File: src/hdl/rmm_pkg.sv
// Shared types and constants for the running median multiset block.
package rmm_pkg;

   localparam int CAPACITY    = 64;
   localparam int COUNT_WIDTH = $clog2(CAPACITY + 1);
   localparam int DATA_WIDTH  = 32;

   typedef enum logic [1:0] {
      OP_ADD    = 2'd0,
      OP_REMOVE = 2'd1,
      OP_CHANGE = 2'd2,
      OP_CLEAR  = 2'd3
   } rmm_opcode_type;

   typedef enum logic [1:0] {
      STATUS_OK        = 2'd0,
      STATUS_NOT_FOUND = 2'd1,
      STATUS_FULL      = 2'd2
   } rmm_status_type;

   typedef struct packed {
      logic           accept;
      logic           insert;
      logic           delete_one;
      logic           clear;
      logic           use_new;
      logic           select;
      logic           finish;
      rmm_status_type status;
   } rmm_cmd_type;

   typedef struct packed {
      logic found;
      logic full;
   } rmm_flags_type;

endpackage

File: src/hdl/rmm_ctrl.sv
// Sequencing state machine and handshake control of the running median block.
module rmm_ctrl (
   input  logic                   clock,
   input  logic                   reset,
   input  logic                   req_valid,
   output logic                   req_ready,
   input  logic [1:0]             req_opcode,
   output logic                   rsp_valid,
   input  logic                   rsp_ready,
   input  rmm_pkg::rmm_flags_type flags,
   output rmm_pkg::rmm_cmd_type   cmd
);
   import rmm_pkg::*;

   typedef enum logic [3:0] {
      S_IDLE   = 4'b0001,
      S_INSERT = 4'b0010,
      S_SELECT = 4'b0100,
      S_FINISH = 4'b1000
   } state_type;

   state_type state_ff, state_in;
   logic      rsp_valid_ff, rsp_valid_in;

   assign req_ready = state_ff == S_IDLE;
   assign rsp_valid = rsp_valid_ff;

   always_comb begin
      state_in     = state_ff;
      rsp_valid_in = rsp_valid_ff && !rsp_ready;
      cmd          = '0;
      cmd.status   = STATUS_OK;
      case (state_ff)
         S_IDLE: begin
            if (req_valid) begin
               cmd.accept = 1'b1;
               state_in   = S_SELECT;
               case (rmm_opcode_type'(req_opcode))
                  OP_ADD: begin
                     if (flags.full) begin
                        cmd.status = STATUS_FULL;
                     end else begin
                        cmd.insert = 1'b1;
                     end
                  end
                  OP_REMOVE: begin
                     if (flags.found) begin
                        cmd.delete_one = 1'b1;
                     end else begin
                        cmd.status = STATUS_NOT_FOUND;
                     end
                  end
                  OP_CHANGE: begin
                     if (flags.found) begin
                        cmd.delete_one = 1'b1;
                        state_in       = S_INSERT;
                     end else begin
                        cmd.status = STATUS_NOT_FOUND;
                     end
                  end
                  default: begin
                     cmd.clear = 1'b1;
                  end
               endcase
            end
         end
         S_INSERT: begin
            cmd.insert  = 1'b1;
            cmd.use_new = 1'b1;
            state_in    = S_SELECT;
         end
         S_SELECT: begin
            cmd.select = 1'b1;
            state_in   = S_FINISH;
         end
         S_FINISH: begin
            if (!rsp_valid_ff || rsp_ready) begin
               cmd.finish   = 1'b1;
               rsp_valid_in = 1'b1;
               state_in     = S_IDLE;
            end
         end
         default: begin
            state_in = S_IDLE;
         end
      endcase
   end

   always_ff @(posedge clock) begin
      if (reset) begin
         state_ff     <= S_IDLE;
         rsp_valid_ff <= 1'b0;
      end else begin
         state_ff     <= state_in;
         rsp_valid_ff <= rsp_valid_in;
      end
   end

endmodule

File: config.mk
export PLATFORM = sky130hd
export DESIGN_NAME = rmm_ctrl
export DESIGN_NICKNAME = d
export VERILOG_FILES = /design/src/hdl/rmm_pkg.sv /design/src/hdl/rmm_ctrl.sv
export SDC_FILE = /design/constraint.sdc
export NUM_CORES = 1
export LEC_CHECK = 0
export BUFFER_PORTS_ARGS = -buffer_cell sky130_fd_sc_hd__buf_4
export CORE_AREA = 2 2 39 41
export DETAILED_ROUTE_END_ITERATION = 10
export DIE_AREA = 0 0 41 43
export PLACE_DENSITY = 0.56
export SLEW_MARGIN = 20
export SYNTH_ARGS = -nofsm -noshare
export SYNTH_HDL_FRONTEND = slang
export SYNTH_SLANG_ARGS = --single-unit
File: constraint.sdc
create_clock -name clock -period 3.5 [get_ports clock]
set_input_delay 0.7 -clock clock [delete_from_list [all_inputs] [get_ports clock]]
set_output_delay 0.7 -clock clock [all_outputs]
set_load 0.02 [all_outputs]
# After elaboration in Yosys (flattened, before gate mapping)
# Index checks and enable logic that the tools add are counted.
[word_totals] ff_bits=5 inputBits=8 elab_cells=43
[classes] n_eq_ne=8 mux=25 n_reduce_logical=8
[op_table] operator="$mux W4" n=4
[op_table] operator="$pmux W4 S4" n=1
[op_table] operator="$mux W1" n=13
[op_table] operator="$mux W2" n=4
[op_table] operator="$eq A4 B1 Y1 const B" n=1
[op_table] operator="$eq A4 B2 Y1 const B" n=1
[op_table] operator="$eq A4 B3 Y1 const B" n=1
[op_table] operator="$eq A4 B4 Y1 const B" n=1
[op_table] operator="$ne A2 B2 Y1 const B" n=2
[op_table] operator="$pmux W2 S2" n=1
[op_table] operator="$mux W3" n=1
[op_table] operator="$reduce_or A3 Y1" n=1
[op_table] operator="$eq A2 B1 Y1 const B" n=1
[op_table] operator="$eq A2 B2 Y1 const B" n=1
[op_table] operator="$logic_not A1 Y1" n=2
[op_table] operator="$logic_not A2 Y1" n=1
[op_table] operator="$pmux W1 S2" n=1
[op_table] operator="$reduce_and A2 Y1" n=1
[op_table] operator="$reduce_or A2 Y1" n=1
[op_table] operator="$logic_and A1 B1 Y1" n=1
[op_table] operator="$logic_or A1 B1 Y1" n=1

# Longest topological paths before layout
# Gate-level depths: netlist (run 1).
[logic_depth] ltp_word=5 depth_mapped=5

# Worst setup path before layout (run 1)
# OpenSTA, ideal clock, no wires.
[synth_path] path_kind="reg-to-output" from="reg state_ff[3]" to="out cmd[0] (netlist bit)" arrival_ps=1606 required_ps=2800 path_slack_ps=1194 stages_incl_launch_ff=5 n_path_buf=1 cell_sequence="dfxtp_1 > buf_6 > nor4b_4 > nand2_2 > nor3b_1"
[synth_rtl] element="from (decl)" line="rmm_ctrl.sv:22" source="state_type state_ff, state_in;"
[synth_rtl] element="from (signal assigned)" line="rmm_ctrl.sv:94" source="state_ff <= state_in;"
[synth_rtl] element="to (decl)" line="rmm_ctrl.sv:11" source="output rmm_pkg::rmm_cmd_type cmd"

==> impl_metrics.toml, run 1 <==
[synth]
synth.distinct_cells = 26
netlist.area_leader.share_pct = 25.24
yosysTopAreaCell = "dfxtp_1"
ys_ff_latch = 5
synthTopCellsByArea = "dfxtp_1, ha_1, nor4b_4"
ys_seq_area_share_pct = 25.24
synth_fp_nets = 55
yosysWarnings = 0
synthesis.area_sq_um = 396.6
synth_cells = 44
avgSynthCellArea_sq_um = 9.014

[setup_path]
end_kind = "output port"
cp_cell_sequence = "buf_4 > inv_1 > ha_1 > nand4b_1 > a211oi_1 > buf_4"
cp-start-kind = "primary input"
cp.arrival_ns = 1.59
path_max_fanout = 2
path_buf_inv = 3
r2r_slack_ns = 2.21
critPathKind = "primary input to output port"
cp_slowest_cell = "a211oi_1"
path_delay_family = "buffers and inverters"
required_ns = 2.80
cpMostUsedCell = "buf_4"
slowest_delay_ns = 0.27

[place]
portBuffers = 18
dpl.hpwl_microns = 724.4
placed_cell_area_sq_um = 535.5
gp_congestion = 0.6714

[final_layout]
nFillCells = 159
n_antenna_cell = 0
drive_above_1_share_pct = 40.63
final_cell_area_sq_um = 561.8
seqCellArea_sq_um = 100.1
synthToLayoutAreaGrowth_pct = 41.64
final_nets = 76
multi_input_area_sq_um = 265.3

[floorplan]
dieArea_sq_um = 1763
ios = 19
chipWidth_microns = 41
initial_utilization_pct = 28.66
core_area_sq_um = 1384
die_y_microns = 43
std_cell_rows = 14

[sta]
slew_viol_final = 0
maxSlewHeadroom_pct = 73.97
skew_ns = 0.002192
worst_pin_slew_ns = 0.3899
finalHoldViolCount = 0
worst_hold_slack_ns = 0.4978
finalSetupViolCount = 0
period_minus_slack_ns = 2.293
rsz0062_at_grt = "no"
clock.fmax_mhz = 436.1
setup_tns_ns = 0
finalCritPeriodShare_pct = 65.51

[drt]
ant_nets = 0
totalWireLength_microns = 876
firstDrtPassIters = 4
top_layer = "met3"
drt-met1-wl_microns = 375
drt-wirelength-per-cell_microns = 10.95
vias = 384
drc = 0
met3_length_microns = 82
vias_per_cell = 4.800
wl_met2_microns = 418
dr.first_iter.drc_count = 4

[clocking]
cts_max_level = 1
cts_hold_buf = 0
root_buffer = "clkbuf_4"
clockBufferDepth = 2
path_clk_slew_ns = 0.04
cts_tree = "built"
cts_resized = 0
numClockSinks = 5
clk_latency_ns = 0.23
postCtsSetupBuffers = 0
cts_buffers = 3

[power]
power_density_nw_per_um2 = 446.0
p_total_uw = 250.5
peakVddDrop_mv = 0.1711
leakagePower_nw = 0.2665

[hold_path]
worstHoldPathType = "flip-flop to flip-flop"

[global_routing]
grt_max_degree = 10
grt_use_total_pct = 12.15
first_global_vias = 358
grt_overflow = 0
antenna_found_initial = 0
grt_pass1_wl_mm = 1.476

[run_status]
status = "complete, no violations"

[flow_run]
max-cap-violations = 0
==> report_power, final <==
group	switching [mW]	internal [mW]	leakage, nW	total [mW]
combinational	0.0516	0.0527	0.211	0.104
sequential	0.0178	0.0644	0.0408	0.0823
clock	0.0210	0.0429	0.0150	0.0639
==> placed cells by master, fill, tap and decap left out <==
cell type and n:
nor4b_1 1, and3_1 2, clkbuf_1 1, nand4b_1 1, nor2b_1 2, o31ai_1 1, nor4b_4 1, inv_1 3
nor3_1 4, a2111oi_2 1, dfxtp_1 5, inv_2 1, nand2_1 3, clkbuf_4 3, ha_1 3, xnor2_1 1
nand2_2 1, nor3b_1 1, nor3_2 1, a211oi_1 1, a2111oi_1 1, or4b_1 1, a21o_1 1, buf_4 18
nand4bb_1 1, nand2b_1 3, a21oi_1 2
==> layer usage <==
layer  vias up  GRT usage [%]
met5         -              0
met4         0          4.000
met3         0          4.712
met2        19          18.44
met1       165          15.11
li1        200              -
==> cell families (layout without fill, tap and decap cells) <==
family / count (synthesis) / count (layout) / share of synthesized area (%)
fa+ha+maj: 3 / 3 / 9.465
flops: 5 / 5 / 25.24
xor+xnor: 1 / 1 / 2.209
buf+inv: 6 / 26 / 7.884
simple gates: 22 / 22 / 40.70
compound gates: 7 / 7 / 14.51
==> state kept, by name (all words and copies together) (netlist names) <==
name       count
rsp_valid      1
state_ff       4
==> synthesized netlist by cell type (all sizes together) <==
cell type,count
nor2b,2
nor3b,1
nand4bb,1
dfxtp,5
nand2b,3
nand4b,1
a211oi,1
ha,3
o31ai,1
or4b,1
inv,4
nand2,4
a2111oi,2
xnor2,1
buf,2
a21o,1
nor3,5
a21oi,2
and3,2
nor4b,2
==> path summary, 6_finish.rpt <==
kind / endpoint / cells past startpoint / startpoint
max reg2reg: state_ff[2]$_SDFFE_PP0P_ / 3 / state_ff[2]$_SDFFE_PP0P_
max: cmd[7] / 6 / req_opcode[0]
min reg2reg: rsp_valid$_SDFF_PP0_ / 2 / rsp_valid$_SDFF_PP0_
min: rsp_valid$_SDFF_PP0_ / 2 / rsp_valid$_SDFF_PP0_
==> area by class of cell <==
class	count	area share (%)
well taps	16	3.563
inverters	4	2.673
clock buffers	4	4.677
flip-flops and latches	5	17.82
multi-input cells	33	47.22
repair buffers	18	24.05
==> metrics by stage <==
step                      setup slack, ns  util (%)  cells
after floorplan                     1.194         -     44
after global placement              1.207     38.70     76
after detailed placement            1.198     38.70     76
after CTS                           1.187     40.60     80
after global routing                1.088     40.60     80
final                               1.207     40.60     80
==> worst register-to-register path, cell delays in order (launching register included) <==
cell,delay [ns]
dfxtp_1,0.55
nor4b_4,0.11
a21o_1,0.22
a2111oi_2,0.31
Note: power is estimated with default switching activity, not from simulation.
==> run 2, diff against run 1 <==
- PLACE_DENSITY: 0.56 -> 0.58
- clock period: 3.5 -> 1.95 ns (I/O delays scaled with it)
==> impl_metrics.toml, run 2 (same netlist as run 1, synthesis figures left out) <==
[clocking]
numClockSinks = 5
root_buffer = "clkbuf_4"
clockBufferDepth = 2
clk_latency_ns = 0.25
cts_tree = "built"
path_clk_slew_ns = 0.05
cts_buffers = 3
cts_max_level = 1

[sta]
clock.fmax_mhz = 538.3
setup_tns_ns = 0
finalCritPeriodShare_pct = 95.27
finalHoldViolCount = 0
skew_ns = 0.004665
period_minus_slack_ns = 1.858
worst_pin_slew_ns = 0.3319
slew_viol_final = 0
rsz0062_at_grt = "no"
finalSetupViolCount = 0
maxSlewHeadroom_pct = 77.82
worst_hold_slack_ns = 0.3271

[place]
portBuffers = 18
gp_congestion = 0.7427
dp_cells = 79
dpl.hpwl_microns = 759.5

[drt]
drt-wirelength-per-cell_microns = 11.82
vias = 409
firstDrtPassIters = 2
totalWireLength_microns = 993
ant_nets = 0
drc = 0
vias_per_cell = 4.869
dr.first_iter.drc_count = 7

[power]
pwr-share-comb_pct = 45.9
leakagePower_nw = 0.2903
peakVddDrop_mv = 0.3965
p_total_uw = 488.9
power_density_nw_per_um2 = 810.6
swShare_pct = 36.81
pwr-share-clk_pct = 25.2
p_seq_share_pct = 28.9
p_sw_uw = 180.0
internal_power_uw = 308.9

[final_layout]
drive_above_1_share_pct = 48.53
layout.cells.non_filler = 84
regMostFlops = "state_ff"
final_cell_mix = "buf_4, nor3_1, dfxtp_1"
largest_reg_flops = 4
n_antenna_cell = 0
layout_commonest_cell = "buf_4"
synthToLayoutAreaGrowth_pct = 52.05
final_nets = 80

[setup_path]
crit_start = "state_ff[1]$_SDFFE_PP0P_"
path_delay_family = "flip-flops"
r2r_end = "state_ff[2]$_SDFFE_PP0P_"
critPathKind = "flip-flop to output port"
critical_path.endpoint = "cmd[7]"
end_kind = "output port"
cp-start-kind = "flip-flop"
r2r-start = "state_ff[2]$_SDFFE_PP0P_"
path_max_fanout = 5
cp_slowest_cell = "dfxtp_1"
cp_cell_sequence = "buf_4 > nor2b_1 > nand4b_1 > a211oi_2 > buf_4"
cpMostUsedCell = "buf_4"
required_ns = 1.56
cp.arrival_ns = 1.47
slowest_delay_ns = 0.35
worst-path-stages = 5
worstRegToRegCells = 4
r2r_slack_ns = 0.65
path_buf_inv = 2

[global_routing]
grt_pass1_wl_mm = 1.593
first_global_vias = 388
grt_overflow = 0
grt_use_total_pct = 13.71
antenna_found_initial = 0
grt_max_degree = 9

[flow_run]
max-cap-violations = 0

[floorplan]
dieArea_sq_um = 1763
chipWidth_microns = 41
ios = 19
core_area_sq_um = 1384
std_cell_rows = 14
die_y_microns = 43
initial_utilization_pct = 28.66

[run_status]
status = "complete, no violations"

[hold_path]
worstHoldPathType = "primary input to flip-flop"
==> run 2: layer usage <==
layer	routed length (microns)	vias up	track usage [%]
li1	-	207	-
met1	408	180	16.24
met2	463	18	19.38
met3	93	4	4.712
met4	27	0	10.00
met5	0	-	0
==> run 2: area by class of cell <==
type                            instances  area, sq um
Fill cell                             142        780.7
Multi-Input combinational cell         33        275.3
Timing Repair Buffer                   22        165.2
Sequential cell                         5        101.3
Clock buffer                            4        26.28
Tap cell                               16        20.02
Inverter                                4        15.01
==> run 2: power by group through the flow <==
stage,Sequential [mW],Combinational [mW],Clock (mW)
3_3_place_gp,0.139,0.208,0
6_report,0.141,0.224,0.123
3_5_place_dp,0.142,0.206,0
5_1_grt,0.143,0.242,0.137
2_1_floorplan,0.129,0.146,0
4_1_cts,0.139,0.221,0.125
==> run 2: worst min-delay path by stage <==
| stage | slack [ns] | cells past startpoint | startpoint | to |
|---|---|---|---|---|
| final | 0.33 | 2 | reset | rsp_valid$_SDFF_PP0_ |
| after global routing | 0.32 | 2 | reset | rsp_valid$_SDFF_PP0_ |
| after CTS | 0.32 | 2 | reset | rsp_valid$_SDFF_PP0_ |
| after detailed placement | 0.51 | 2 | rsp_valid$_SDFF_PP0_ | rsp_valid$_SDFF_PP0_ |
| after global placement | 0.51 | 2 | rsp_valid$_SDFF_PP0_ | rsp_valid$_SDFF_PP0_ |
| after floorplan | 0.46 | 1 | reset | rsp_valid$_SDFF_PP0_ |
==> run 2: what timing repair did <==
item | in CTS | in global routing
resized for setup | 0 | 2
endpoints found under the hold margin | 0 | 0
hold buffers | 0 | 0
setup endpoints to repair | 1 | 5
buffers inserted | 1 | 0
==> run 2: metrics by stage <==
stage          utilization, %  setup WS (ns)  area [sq um]
6_report                43.58        0.09215         603.1
3_5_place_dp            40.69         0.2598         563.0
2_1_floorplan               -        0.08953         401.6
4_1_cts                 43.13        0.07462         596.8
3_3_place_gp            40.69         0.2834         563.0
5_1_grt                 43.58        0.01468         603.1
==> run 2: worst reg2reg max path, stage by stage, from the launching register on <==
cell and delay (ns):
dfxtp_1 0.45, nor4b_4 0.09, buf_4 0.15, a21o_1 0.20
a2111oi_2 0.31
